File: config.mk
export PLATFORM = sky130hd
export DESIGN_NAME = slow_pwm_min_dwell
export DESIGN_NICKNAME = d
export VERILOG_FILES = /design/src/rtl/spmd_pkg.sv /design/src/rtl/spmd_floor_div.sv /design/src/rtl/spmd_duty_stage.sv /design/src/rtl/spmd_tick_core.sv /design/src/rtl/slow_pwm_min_dwell.sv
export SDC_FILE = /design/constraint.sdc
export NUM_CORES = 1
export LEC_CHECK = 0
export ABC_CLOCK_PERIOD_IN_PS = 14300
export BUFFER_PORTS_ARGS = -buffer_cell sky130_fd_sc_hd__clkbuf_2
export CORE_UTILIZATION = 69
export DETAILED_ROUTE_END_ITERATION = 12
export GPL_ROUTABILITY_DRIVEN = 1
export GPL_TIMING_DRIVEN = 0
export PLACE_DENSITY = 0.87
export SYNTH_ARGS = -nofsm -noshare
export SYNTH_HDL_FRONTEND = slang
export SYNTH_SLANG_ARGS = --single-unit
File: constraint.sdc
create_clock -name i_clk -period 14.3 [get_ports i_clk]
set_input_delay 2.86 -clock i_clk [delete_from_list [all_inputs] [get_ports i_clk]]
set_output_delay 2.86 -clock i_clk [all_outputs]
set_load 0.02 [all_outputs]
File: src/rtl/spmd_pkg.sv
`timescale 1ns / 1ps

package spmd_pkg;

    // Field and register widths
    localparam int CFG_W   = 16;
    localparam int DUTY_W  = 7;
    localparam int IDX_W   = 2;
    localparam int PROD_W  = CFG_W + DUTY_W;   // period * duty
    localparam int NUM_W   = CFG_W + DUTY_W;   // min_state * 100

    localparam int COUNT_BITS_DEF = 16;

    // Percent scale
    localparam int PCT = 100;
    localparam logic [DUTY_W-1:0] DUTY_FULL = DUTY_W'(PCT);

    // Register indexes
    localparam logic [IDX_W-1:0] REG_PERIOD     = 2'd0;
    localparam logic [IDX_W-1:0] REG_MIN_STATE  = 2'd1;
    localparam logic [IDX_W-1:0] REG_ACTIVE_LOW = 2'd2;

    // Register reset values
    localparam logic [CFG_W-1:0] PERIOD_RESET    = 16'd1000;
    localparam logic [CFG_W-1:0] MIN_STATE_RESET = 16'd100;
    localparam logic             ACTIVE_LOW_RESET = 1'b1;

    // Duty floor that matches the reset configuration
    localparam int FLOOR_RESET_RAW = (100 * PCT) / 1000;
    localparam logic [DUTY_W-1:0] FLOOR_RESET =
        DUTY_W'((FLOOR_RESET_RAW > PCT) ? PCT : FLOOR_RESET_RAW);

    // Live configuration as seen by the datapath
    typedef struct packed {
        logic [CFG_W-1:0] period_eff;
        logic [CFG_W-1:0] min_state;
        logic             active_low;
    } t_cfg;

    // First pipeline stage contents
    typedef struct packed {
        logic [DUTY_W-1:0] duty;
        logic [PROD_W-1:0] on_prod;
    } t_s1;

endpackage

File: src/rtl/spmd_floor_div.sv
`timescale 1ns / 1ps

// Restoring divider: floor = min(min_state * 100 / period, 100), one bit per cycle
module spmd_floor_div (
    input  logic                             i_clk,
    input  logic                             i_rst_n,
    input  logic                             i_start,
    input  logic [spmd_pkg::CFG_W-1:0]       i_min_state,
    input  logic [spmd_pkg::CFG_W-1:0]       i_period_eff,
    output logic                             o_busy,
    output logic [spmd_pkg::DUTY_W-1:0]      o_floor
);

    localparam int NW    = spmd_pkg::NUM_W;
    localparam int DW    = spmd_pkg::CFG_W;
    localparam int CNT_W = $clog2(NW + 1);

    logic              r_busy;
    logic [CNT_W-1:0]  r_cnt;
    logic [spmd_pkg::DUTY_W-1:0] r_floor;
    logic [NW-1:0]     r_num;
    logic [NW-1:0]     r_quo;
    logic [DW-1:0]     r_rem;
    logic [DW-1:0]     r_div;

    logic [DW:0]       rem_sh;
    logic [DW:0]       rem_sub;
    logic              fits;
    logic [DW-1:0]     n_rem;
    logic [NW-1:0]     n_quo;
    logic [spmd_pkg::DUTY_W-1:0] n_floor;

    // One quotient bit per step
    always_comb begin
        rem_sh  = {r_rem, r_num[NW-1]};
        fits    = (rem_sh >= {1'b0, r_div});
        rem_sub = rem_sh - {1'b0, r_div};
        n_rem   = fits ? rem_sub[DW-1:0] : rem_sh[DW-1:0];
        n_quo   = {r_quo[NW-2:0], fits};
        n_floor = (n_quo > NW'(spmd_pkg::PCT)) ? spmd_pkg::DUTY_FULL
                                               : n_quo[spmd_pkg::DUTY_W-1:0];
    end

    // Control and result
    always_ff @(posedge i_clk) begin
        if (!i_rst_n) begin
            r_busy  <= 1'b0;
            r_cnt   <= '0;
            r_floor <= spmd_pkg::FLOOR_RESET;
        end else if (i_start) begin
            r_busy <= 1'b1;
            r_cnt  <= CNT_W'(NW);
        end else if (r_busy) begin
            r_cnt <= r_cnt - CNT_W'(1);
            if (r_cnt == CNT_W'(1)) begin
                r_busy  <= 1'b0;
                r_floor <= n_floor;
            end
        end
    end

    // Working registers
    always_ff @(posedge i_clk) begin
        if (i_start) begin
            r_num <= NW'(i_min_state) * NW'(spmd_pkg::PCT);
            r_quo <= '0;
            r_rem <= '0;
            r_div <= i_period_eff;
        end else if (r_busy) begin
            r_num <= {r_num[NW-2:0], 1'b0};
            r_quo <= n_quo;
            r_rem <= n_rem;
        end
    end

    assign o_busy  = r_busy;
    assign o_floor = r_floor;

`ifndef SYNTHESIS
    // Floor never exceeds full scale
    a_floor_range: assert property (@(posedge i_clk) disable iff (!i_rst_n)
        r_floor <= spmd_pkg::DUTY_FULL)
        else $error("duty floor above full scale");
`endif

endmodule

File: src/rtl/spmd_duty_stage.sv
`timescale 1ns / 1ps

// Input stage: saturate and clamp the duty, form period * duty
module spmd_duty_stage (
    input  logic                           i_clk,
    input  logic                           i_rst_n,
    input  logic                           i_in_valid,
    input  logic [spmd_pkg::DUTY_W-1:0]    i_duty_request,
    input  logic                           i_hold,
    input  logic                           i_ready,
    input  logic [spmd_pkg::DUTY_W-1:0]    i_floor,
    input  logic [spmd_pkg::CFG_W-1:0]     i_period_eff,
    output logic                           o_in_stall,
    output logic                           o_valid,
    output spmd_pkg::t_s1                  o_s1
);

    localparam int PW = spmd_pkg::PROD_W;

    logic                         r_valid;
    spmd_pkg::t_s1                r_s1;

    logic                         can_take;
    logic                         accept;
    logic [spmd_pkg::DUTY_W-1:0]  req;
    logic [spmd_pkg::DUTY_W-1:0]  hi;
    logic [spmd_pkg::DUTY_W-1:0]  duty;

    assign can_take   = !r_valid || i_ready;
    assign o_in_stall = i_hold || !can_take;
    assign accept     = i_in_valid && !o_in_stall;

    // Saturate, pass 0 and 100 through, else clamp to [floor, 100 - floor] testing the low bound first
    always_comb begin
        req = (i_duty_request > spmd_pkg::DUTY_FULL) ? spmd_pkg::DUTY_FULL
                                                     : i_duty_request;
        hi  = spmd_pkg::DUTY_FULL - i_floor;
        if (req == '0 || req == spmd_pkg::DUTY_FULL) begin
            duty = req;
        end else if (req < i_floor) begin
            duty = i_floor;
        end else if (req > hi) begin
            duty = hi;
        end else begin
            duty = req;
        end
    end

    always_ff @(posedge i_clk) begin
        if (!i_rst_n) begin
            r_valid <= 1'b0;
        end else if (can_take) begin
            r_valid <= accept;
        end
    end

    always_ff @(posedge i_clk) begin
        if (accept) begin
            r_s1.duty    <= duty;
            r_s1.on_prod <= PW'(i_period_eff) * PW'(duty);
        end
    end

    assign o_valid = r_valid;
    assign o_s1    = r_s1;

endmodule

File: src/rtl/spmd_tick_core.sv
`timescale 1ns / 1ps

// Tick state (phase, dwell counter, relay) and the result register
module spmd_tick_core #(
    parameter int COUNT_BITS = spmd_pkg::COUNT_BITS_DEF
) (
    input  logic                           i_clk,
    input  logic                           i_rst_n,
    input  logic                           i_valid,
    input  spmd_pkg::t_s1                  i_s1,
    input  spmd_pkg::t_cfg                 i_cfg,
    input  logic                           i_out_stall,
    output logic                           o_ready,
    output logic                           o_out_valid,
    output logic                           o_pin_level,
    output logic                           o_relay_on,
    output logic [spmd_pkg::DUTY_W-1:0]    o_applied_duty,
    output logic                           o_toggled
);

    // 100 * (phase + 1) needs 7 more bits than the phase
    localparam int X_W = (COUNT_BITS + 7 > spmd_pkg::PROD_W) ? COUNT_BITS + 7
                                                             : spmd_pkg::PROD_W;
    localparam int N_W = (COUNT_BITS + 1 > spmd_pkg::CFG_W) ? COUNT_BITS + 1
                                                            : spmd_pkg::CFG_W;
    localparam int S_W = (COUNT_BITS > spmd_pkg::CFG_W) ? COUNT_BITS
                                                        : spmd_pkg::CFG_W;
    localparam logic [COUNT_BITS-1:0] CMAX = '1;

    logic [COUNT_BITS-1:0]        r_phase;
    logic [X_W-1:0]               r_phase_x100;
    logic [COUNT_BITS-1:0]        r_since;
    logic                         r_on;
    logic                         r_out_valid;
    logic                         r_out_pin;
    logic                         r_out_relay;
    logic [spmd_pkg::DUTY_W-1:0]  r_out_duty;
    logic                         r_out_toggled;

    logic                         advance;
    logic                         want;
    logic                         flip;
    logic [COUNT_BITS-1:0]        since_base;
    logic [COUNT_BITS-1:0]        n_since;
    logic [N_W-1:0]               phase_inc;
    logic                         wrap;
    logic [COUNT_BITS-1:0]        n_phase;
    logic [X_W-1:0]               n_phase_x100;
    logic                         n_on;

    assign o_ready = !r_out_valid || !i_out_stall;
    assign advance = i_valid && o_ready;

    // phase < floor(period*duty/100)  <=>  100*(phase+1) <= period*duty
    always_comb begin
        want       = (r_phase_x100 <= X_W'(i_s1.on_prod));
        flip       = (want != r_on) && (S_W'(r_since) >= S_W'(i_cfg.min_state));
        n_on       = flip ? want : r_on;
        since_base = flip ? '0 : r_since;
        n_since    = (since_base != CMAX) ? since_base + COUNT_BITS'(1) : since_base;
        phase_inc  = N_W'(r_phase) + N_W'(1);
        wrap       = (phase_inc >= N_W'(i_cfg.period_eff)) || (phase_inc > N_W'(CMAX));
        n_phase    = wrap ? '0 : phase_inc[COUNT_BITS-1:0];
        n_phase_x100 = wrap ? X_W'(spmd_pkg::PCT) : r_phase_x100 + X_W'(spmd_pkg::PCT);
    end

    // Tick state
    always_ff @(posedge i_clk) begin
        if (!i_rst_n) begin
            r_phase      <= '0;
            r_phase_x100 <= X_W'(spmd_pkg::PCT);
            r_since      <= '0;
            r_on         <= 1'b0;
            r_out_valid  <= 1'b0;
        end else begin
            if (o_ready) begin
                r_out_valid <= i_valid;
            end
            if (advance) begin
                r_phase      <= n_phase;
                r_phase_x100 <= n_phase_x100;
                r_since      <= n_since;
                r_on         <= n_on;
            end
        end
    end

    // Result register
    always_ff @(posedge i_clk) begin
        if (advance) begin
            r_out_pin     <= n_on ^ i_cfg.active_low;
            r_out_relay   <= n_on;
            r_out_duty    <= i_s1.duty;
            r_out_toggled <= flip;
        end
    end

    assign o_out_valid    = r_out_valid;
    assign o_pin_level    = r_out_pin;
    assign o_relay_on     = r_out_relay;
    assign o_applied_duty = r_out_duty;
    assign o_toggled      = r_out_toggled;

`ifndef SYNTHESIS
    // Scaled phase tracks the phase counter
    a_phase_scaled: assert property (@(posedge i_clk) disable iff (!i_rst_n)
        r_phase_x100 == X_W'(r_phase) * X_W'(spmd_pkg::PCT) + X_W'(spmd_pkg::PCT))
        else $error("scaled phase out of step with phase counter");

    // A toggle restarts the dwell count
    a_dwell_restart: assert property (@(posedge i_clk) disable iff (!i_rst_n)
        (advance && flip) |=> (r_since == COUNT_BITS'(1)) && (r_on != $past(r_on)))
        else $error("toggle did not restart dwell counter");

    // Shown relay state is the held relay state
    a_relay_match: assert property (@(posedge i_clk) disable iff (!i_rst_n)
        r_out_valid |-> (r_out_relay == r_on))
        else $error("result relay state differs from held state");
`endif

endmodule

File: src/rtl/slow_pwm_min_dwell.sv
`timescale 1ns / 1ps
// A result is offered by the result register after the input stage registers its input.
// Throughput: one transaction per cycle unless stalled; input stage and result register overlap.
// A write to period_ms or min_state_ms stalls the input while the restoring divider
// (one quotient bit a cycle) recomputes the duty floor.
// Synchronous active-low reset: registers take their reset values, relay off, floor 10.

module slow_pwm_min_dwell #(
    parameter int COUNT_BITS = spmd_pkg::COUNT_BITS_DEF
) (
    input  logic                           i_clk,
    input  logic                           i_rst_n,
    input  logic                           i_cfg_we,
    input  logic [spmd_pkg::IDX_W-1:0]     i_cfg_index,
    input  logic [spmd_pkg::CFG_W-1:0]     i_cfg_data,
    input  logic                           i_in_valid,
    output logic                           o_in_stall,
    input  logic [spmd_pkg::DUTY_W-1:0]    i_duty_request,
    output logic                           o_out_valid,
    input  logic                           i_out_stall,
    output logic                           o_pin_level,
    output logic                           o_relay_on,
    output logic [spmd_pkg::DUTY_W-1:0]    o_applied_duty,
    output logic                           o_toggled
);

    logic [spmd_pkg::CFG_W-1:0]   r_period;
    logic [spmd_pkg::CFG_W-1:0]   r_min_state;
    logic                         r_active_low;
    logic                         r_div_start;
    logic                         n_div_start;

    spmd_pkg::t_cfg               cfg;
    logic                         div_busy;
    logic [spmd_pkg::DUTY_W-1:0]  floor_val;
    logic                         s1_valid;
    spmd_pkg::t_s1                s1;
    logic                         core_ready;

    // Configuration registers; unknown indexes are dropped
    always_ff @(posedge i_clk) begin
        if (!i_rst_n) begin
            r_period     <= spmd_pkg::PERIOD_RESET;
            r_min_state  <= spmd_pkg::MIN_STATE_RESET;
            r_active_low <= spmd_pkg::ACTIVE_LOW_RESET;
            r_div_start  <= 1'b0;
        end else begin
            r_div_start <= n_div_start;
            if (i_cfg_we) begin
                unique case (i_cfg_index)
                    spmd_pkg::REG_PERIOD:     r_period     <= i_cfg_data;
                    spmd_pkg::REG_MIN_STATE:  r_min_state  <= i_cfg_data;
                    spmd_pkg::REG_ACTIVE_LOW: r_active_low <= i_cfg_data[0];
                    default: ;
                endcase
            end
        end
    end

    // Floor recompute starts the cycle after a period or dwell write
    assign n_div_start = i_cfg_we && (i_cfg_index == spmd_pkg::REG_PERIOD ||
                                      i_cfg_index == spmd_pkg::REG_MIN_STATE);

    always_comb begin
        cfg.period_eff = (r_period == '0) ? spmd_pkg::CFG_W'(1) : r_period;
        cfg.min_state  = r_min_state;
        cfg.active_low = r_active_low;
    end

    spmd_floor_div u_floor_div (
        .i_clk        (i_clk),
        .i_rst_n      (i_rst_n),
        .i_start      (r_div_start),
        .i_min_state  (r_min_state),
        .i_period_eff (cfg.period_eff),
        .o_busy       (div_busy),
        .o_floor      (floor_val)
    );

    spmd_duty_stage u_duty_stage (
        .i_clk          (i_clk),
        .i_rst_n        (i_rst_n),
        .i_in_valid     (i_in_valid),
        .i_duty_request (i_duty_request),
        .i_hold         (div_busy || r_div_start),
        .i_ready        (core_ready),
        .i_floor        (floor_val),
        .i_period_eff   (cfg.period_eff),
        .o_in_stall     (o_in_stall),
        .o_valid        (s1_valid),
        .o_s1           (s1)
    );

    spmd_tick_core #(
        .COUNT_BITS (COUNT_BITS)
    ) u_tick_core (
        .i_clk          (i_clk),
        .i_rst_n        (i_rst_n),
        .i_valid        (s1_valid),
        .i_s1           (s1),
        .i_cfg          (cfg),
        .i_out_stall    (i_out_stall),
        .o_ready        (core_ready),
        .o_out_valid    (o_out_valid),
        .o_pin_level    (o_pin_level),
        .o_relay_on     (o_relay_on),
        .o_applied_duty (o_applied_duty),
        .o_toggled      (o_toggled)
    );

endmodule
==> metrics.csv, run 1 <==
metric,value,unit
crit end category,flip-flop,
layout cell share with drive strength beyond 1,7.16,%
remaining antenna violation count after routing,0,
share of the synthesized area in the top cell type,17.0,%
Leak,8.11,nW
Hold Crit Class,flip-flop to flip-flop,
"Area growth, synth to finish",8.76,%
Clock Latency Late Sink,0.54,ns
post-synthesis cell area,16600,sq um
"Slowest-stage cell, CP",a211oi_2,
most used flip-flop cell after synthesis,dfxtp_1,
CP Depth,31,
Worst Max-Slew Pin Slew,1.23,ns
Crit path required time,14.59,ns
synthesized net count,2133,
final hold viol count,0,
PostCTS Resize Cnt,0,
CP max FO,10,
"non-filler cells, final",2246,
Max-Cap Viols,0,
"top cells by area, synth","dfxtp_1, edfxtp_1, ha_1",
R2R depth,30,
largest net degree at the start of global routing,31,
Post-synth ARST share,0,%
Sink Count,218,
FILL cells,1598,
Mapped Cells,1840,
CP Launch Type,primary input,
Initial Util,70.4,%
vias in the first global route,13500,
"Period Utilization, post-route",78.2,%
placed cells,2200,
Synth Area in Adders,23.5,%
htree depth,1,
total grt overflow,0,
# DRC,0,
status,completed,
initial antenna violation count,0,
Setup TNS,0,ns
#FFs+latches synth,218,
initial drt markers,1388,
GPL Wtd Cong,0.930,
RSZ-0062 raised after global routing,false,
flip-flop and latch area,5130,sq um
CTS root buffer,clkbuf_16,
Yosys top cell by area,dfxtp_1,
Fmax,89.5,MHz
simple-gate share of the synthesized area,16.9,%
"Clk pin slew, worst setup/hold paths",0.06,ns
final setup vio count,0,
pwr dens,133,nW/um^2
CTS buffer count,25,
Pins Over Slew Limit,0,
Yosys cell types,81,
hold path depth,0,
Post-Route WL,41900,um
TritonCTS clock tree,yes,
TritonRoute pass-1 iters,6,
die height,157,um
Syn. warnings,0,
crit-path max cell delay,0.74,ns
syn avg cell area,9.01,sq um
Post-CTS Hold Buffers,0,
All-Layer GR Usage,34.5,%
CP arrival,11.46,ns
critical path type,primary input to flip-flop,
Vias,14000,
core area,23500,sq um
clk buf depth,3,
port bufs,41,
Antenna Cells,0,
area of the multi-input gates,10300,sq um
DR vias/cell,6.24,
"Setup Fix Bufs, Post-CTS",0,
Worst VDD drop,0.114,mV
Post-Synth XOR/XNOR Area,4.80,%
clk_skew,0.0111,ns
first-pass GRT wire length,66700,um
IO Pins,42,
Synth Area in Compound Gates,12.8,%
WP buf/inv,4,
main combinational cell family by area after synthesis,adder cells,
Die Area,24600,sq um
Final HPWL DP,31100,um
crit-path most repeated cell,fa_1,
Die X,157,um
fin nets,2201,
Period minus WS final,11.18,ns
Cell Rows,56,
register area share after synthesis,31.0,%
"delay-heaviest family, CP",compound AO/OA/AOI/OAI gates,
multiplexer area fraction after synthesis,3.90,%
Slew Limit Headroom,17.1,%
routed length per instance,18.6,um
number of flops mapped to enable cells by yosys,77,
flip-flops by register name, summed over array words and instances, names as in the netlist, 5 cells and up:
signal / cells
r_min_state: 16
u_floor_div.r_quo: 22
u_tick_core.r_phase: 16
u_duty_stage.o_s1: 30
r_period: 16
u_floor_div.o_floor: 7
u_tick_core.r_since: 16
u_floor_div.r_num: 21
u_floor_div.r_div: 16
u_tick_core.r_phase_x100: 21
u_tick_core.o_applied_duty: 7
u_floor_div.r_rem: 16
u_floor_div.r_cnt: 5
through the flow:
stage	setup slack [ns]	total power [mW]	hold slack, ns	area, sq um	utilization [%]
6_report	3.12	2.39	0.423	18000	76.6
3_5_place_dp	2.75	1.71	0.407	17200	73.0
5_1_grt	2.57	2.54	0.431	18000	76.6
3_3_place_gp	2.81	1.67	0.407	17200	73.0
4_1_cts	3.30	2.38	0.425	18000	76.6
2_1_floorplan	4.12	1.51	0.400	16600	-
final cells by class:
class	count	area share [%]
clock inverters	15	0.944
repair buffers	41	1.14
multi-input cells	1318	57.0
plain buffers	82	1.88
clock buffers	31	3.76
well taps	319	2.21
inverters	222	4.62
flip-flops and latches	218	28.5
worst register-to-register path: cells and delay by family (launching register included):
kind                     cells  cell delay (ns)
AO/OA/AOI/OAI               13             3.95
adder cells (fa/ha/maj)      7             2.84
buffers and inverters        5             0.74
AND/OR/NAND/NOR              3             0.70
flip-flops                   1             0.33
XOR/XNOR                     2             0.25
power by group:
group | internal (mW) | total [mW] | switching, mW
logic | 0.404 | 0.956 | 0.551
registers | 0.730 | 0.768 | 0.0379
clock network | 0.393 | 0.666 | 0.273
total | 1.53 | 2.39 | 0.862
logic make-up (layout without fill, tap and decap cells):
group	Yosys count	in the layout
buffers and inverters	304	391
flip-flops	218	218
AO/OA/AOI/OAI	326	326
AND/OR/NAND/NOR	578	578
adder cells (fa/ha/maj)	263	263
multiplexers	61	61
XOR/XNOR	90	90
synthesized netlist by cell type (all sizes together) (6+ instances only):
cell / n
nor2: 152
and3: 16
a21oi: 108
nor3: 38
nor4: 15
mux2i: 42
nand4: 25
and2: 42
fa: 81
clkbuf: 62
mux2: 19
a211oi: 27
nor2b: 13
or3: 8
edfxtp: 77
nand2b: 17
inv: 221
xnor2: 58
a31oi: 24
o21ai: 52
a21o: 21
ha: 182
buf: 20
o31ai: 6
xor2: 32
o211ai: 19
o21a: 13
nand2: 163
nand3: 55
dfxtp: 141
layer usage:
metal,track usage (%),wire (um),vias up
met5,0,0,-
met4,15.4,1900,0
met3,5.67,3910,153
met2,55.8,18900,733
met1,45.7,17200,6632
li1,-,-,6487
placed cells by master (no fill, tap or decap), types with 7 or more instances in the layout:
master       n
xnor2_1     57
clkbuf_16   25
a31oi_1     24
edfxtp_1    77
dfxtp_1    141
mux2i_1     41
clkbuf_1    65
nor2b_1     13
o211ai_1    19
fa_1        81
nor2_1     152
nor4_1      15
and2_1      42
o21a_1      13
buf_1        9
a211oi_1    26
or3_1        8
buf_2        7
nor3_1      38
inv_1      221
xor2_1      32
nand3_1     54
a21o_1      21
ha_1       182
nand4_1     23
a21oi_1    108
mux2_2      19
o21ai_0     51
and3_1      15
nand2_1    163
nand2b_1    16
clkbuf_2    41
worst paths after layout:
path / endpoint / slack [ns] / from
max: u_duty_stage.o_s1[22] / 3.12 / i_duty_request[5]
min: u_tick_core.o_applied_duty[3] / 0.42 / u_duty_stage.o_s1[26]
max reg2reg: u_duty_stage.o_s1[22] / 5.24 / u_floor_div.o_floor[1]
min reg2reg: u_tick_core.o_applied_duty[3] / 0.42 / u_duty_stage.o_s1[26]
No activity file was read; power rests on OpenSTA's default activity.
==> run 2, diff against run 1 <==
ABC_CLOCK_PERIOD_IN_PS = 10200   (was 14300)
CORE_UTILIZATION = 58   (was 69)
PLACE_DENSITY = 0.78   (was 0.87)
clock period = 10.2 ns   (was 14.3 ns; I/O delays follow)
==> run 2 against run 1 <==
Net effect:
- cell count grew 2.8%
- total power is 39% higher
- critical path depth stayed put
- sequential cell count did not move
- via count down 3.0%
- global-route usage fell by 5.6 points
- combinational power up 42%
- non-clock buffer count up 3
- core utilization is 12 points lower
- largest cell class unchanged
- register-to-register slack got worse by 3.7 ns
==> metrics.csv, run 2 (synthesis results as in run 1) <==
metric,value,unit,change
remaining antenna violation count after routing,0,,unchanged
# DRC,0,,unchanged
final setup vio count,0,,unchanged
critical path type,primary input to flip-flop,,
Crit path required time,10.49,ns,-4.10 ns
GPL Wtd Cong,0.935,,+0.45%
Slew Limit Headroom,8.47,%,-8.6 points
"Area growth, synth to finish",9.41,%,
crit-path max cell delay,0.59,ns,-0.15 ns
Worst VDD drop,0.122,mV,+6.8%
Pwr Total,3.32,mW,+39%
Die Area,29300,sq um,+19%
Vias,13600,,-3.0%
hold slack,0.423,ns,-0.000183 ns
Fmax,102,MHz,
final hold viol count,0,,unchanged
IO Pins,42,,unchanged
Final HPWL DP,31600,um,+1.8%
clock power share,26.6,%,-1.3 points
vias in the first global route,13000,,-3.4%
htree depth,1,,unchanged
Reg power frac,32.4,%,+0.3 points
All-Layer GR Usage,29.0,%,-5.6 points
CTS buffer count,25,,unchanged
Pins Over Slew Limit,0,,unchanged
die height,171,um,+9.0%
Clock Latency Late Sink,0.54,ns,about the same
FILL cells,2351,,+47%
first-pass GRT wire length,66700,um,about the same
Initial Util,59.3,%,-11 points
Die X,171,um,+9.0%
fin nets,2204,,+0.14%
"Slowest-stage cell, CP",fa_1,,
Hold Crit Class,flip-flop to flip-flop,,
Post-CTS Hold Buffers,0,,unchanged
port bufs,41,,unchanged
DR vias/cell,5.89,,-5.6%
"Clk pin slew, worst setup/hold paths",0.06,ns,about the same
Int Pwr,2.11,mW,+38%
NetSw,1.21,mW,+40%
clk buf depth,3,,unchanged
Leak,8.13,nW,+0.32%
hold path depth,0,,unchanged
status,completed,,
Comb pwr share,41.0,%,+1.0 points
Worst Max-Slew Pin Slew,1.37,ns,+0.143 ns
"Period Utilization, post-route",96.1,%,
crit-path most repeated cell,fa_1,,
Post-Route WL,41400,um,-1.2%
initial drt markers,997,,-28%
routed length per instance,17.9,um,-3.9%
crit end category,flip-flop,,
pwr dens,183,nW/um^2,+38%
Largest register FFs,30,,unchanged
layout cell share with drive strength beyond 1,7.82,%,+0.66 points
core area,27900,sq um,+19%
"most common cell after layout, fill and taps aside",inv_1,,
largest net degree at the start of global routing,31,,unchanged
fin util,64.9,%,-12 points
CP Launch Type,primary input,,
clk_skew,0.0260,ns,+0.0149 ns
CTS root buffer,clkbuf_16,,
Cell Rows,61,,+8.9%
TritonCTS clock tree,yes,,
CP max FO,17,,+7
Max-Cap Viols,0,,unchanged
CP arrival,10.09,ns,-1.37 ns
TritonRoute pass-1 iters,5,,-1
Sink Count,218,,unchanged
Period minus WS final,9.80,ns,
Antenna Cells,0,,unchanged
R2R depth,30,,unchanged
sw frac,36.4,%,+0.33 points
"commonest cells after routing, fill and taps aside","inv_1, ha_1, nand2_1",,
initial antenna violation count,0,,unchanged
total grt overflow,0,,unchanged
[run 2: cell type report]
type                       instances  area (sq um)  area share [%]
buffer                            81           343            1.89
clock buffer                      33           711            3.92
clock inverter                    13           100           0.552
inverter                         222           833            4.60
multi-input combinational       1318         10300            56.8
sequential                       218          5130            28.3
tap                              378           473            2.61
timing repair buffer              45           235            1.30
[run 2: what timing repair did]
item                       4_1_cts  5_1_grt
pin swaps                        0        3
setup endpoints to repair        1        5
setup buffers                    0        4
gates resized for setup          4       15
[run 2: power by group through the flow]
| stage | registers [mW] | clock network (mW) | logic, mW |
|---|---|---|---|
| finish | 1.08 | 0.884 | 1.36 |
| global route | 1.08 | 0.931 | 1.52 |
| CTS | 1.08 | 0.897 | 1.35 |
| detailed placement | 1.09 | 0 | 1.33 |
| global placement | 1.09 | 0 | 1.30 |
| floorplan | 1.08 | 0 | 1.04 |
[run 2: path summary, 6_finish.rpt]
| kind | start | to | slack [ns] |
|---|---|---|---|
| setup / recovery | i_duty_request[5] | u_duty_stage.o_s1[22] | 0.40 |
| hold / removal | u_duty_stage.o_s1[25] | u_tick_core.o_applied_duty[2] | 0.42 |
| setup reg to reg | u_floor_div.o_floor[1] | u_duty_stage.o_s1[22] | 1.58 |
| hold reg to reg | u_duty_stage.o_s1[25] | u_tick_core.o_applied_duty[2] | 0.42 |
[run 2: per-stage QoR]
step / setup TNS [ns] / cell area [sq um] / worst slack [ns] / std cells
finish: 0 / 18100 / 0.397 / 2308
floorplan: 0 / 16600 / 0.836 / 1840
global placement: -0.967 / 17300 / -0.460 / 2259
global route: -0.0248 / 18100 / -0.0248 / 2308
detailed placement: -1.36 / 17300 / -0.613 / 2259
CTS: 0 / 18100 / 0.0239 / 2305
[run 2: layer usage]
metal	wire length (um)	track usage, %	vias to the layer above	part of all wire, %
met4	1360	9.51	0	3.3
met3	2870	4.30	96	6.9
met1	18500	40.3	6525	45
met2	18600	46.1	471	45
li1	-	-	6493	-
met5	0	0	-	0
[run 2: worst max-delay path, delay by kind of cell]
kind                     cells  cell delay, ns
AND/OR/NAND/NOR              7            1.69
adder cells (fa/ha/maj)      6            2.66
buffers and inverters        4            0.45
XOR/XNOR                     1            0.11
AO/OA/AOI/OAI               13            3.15
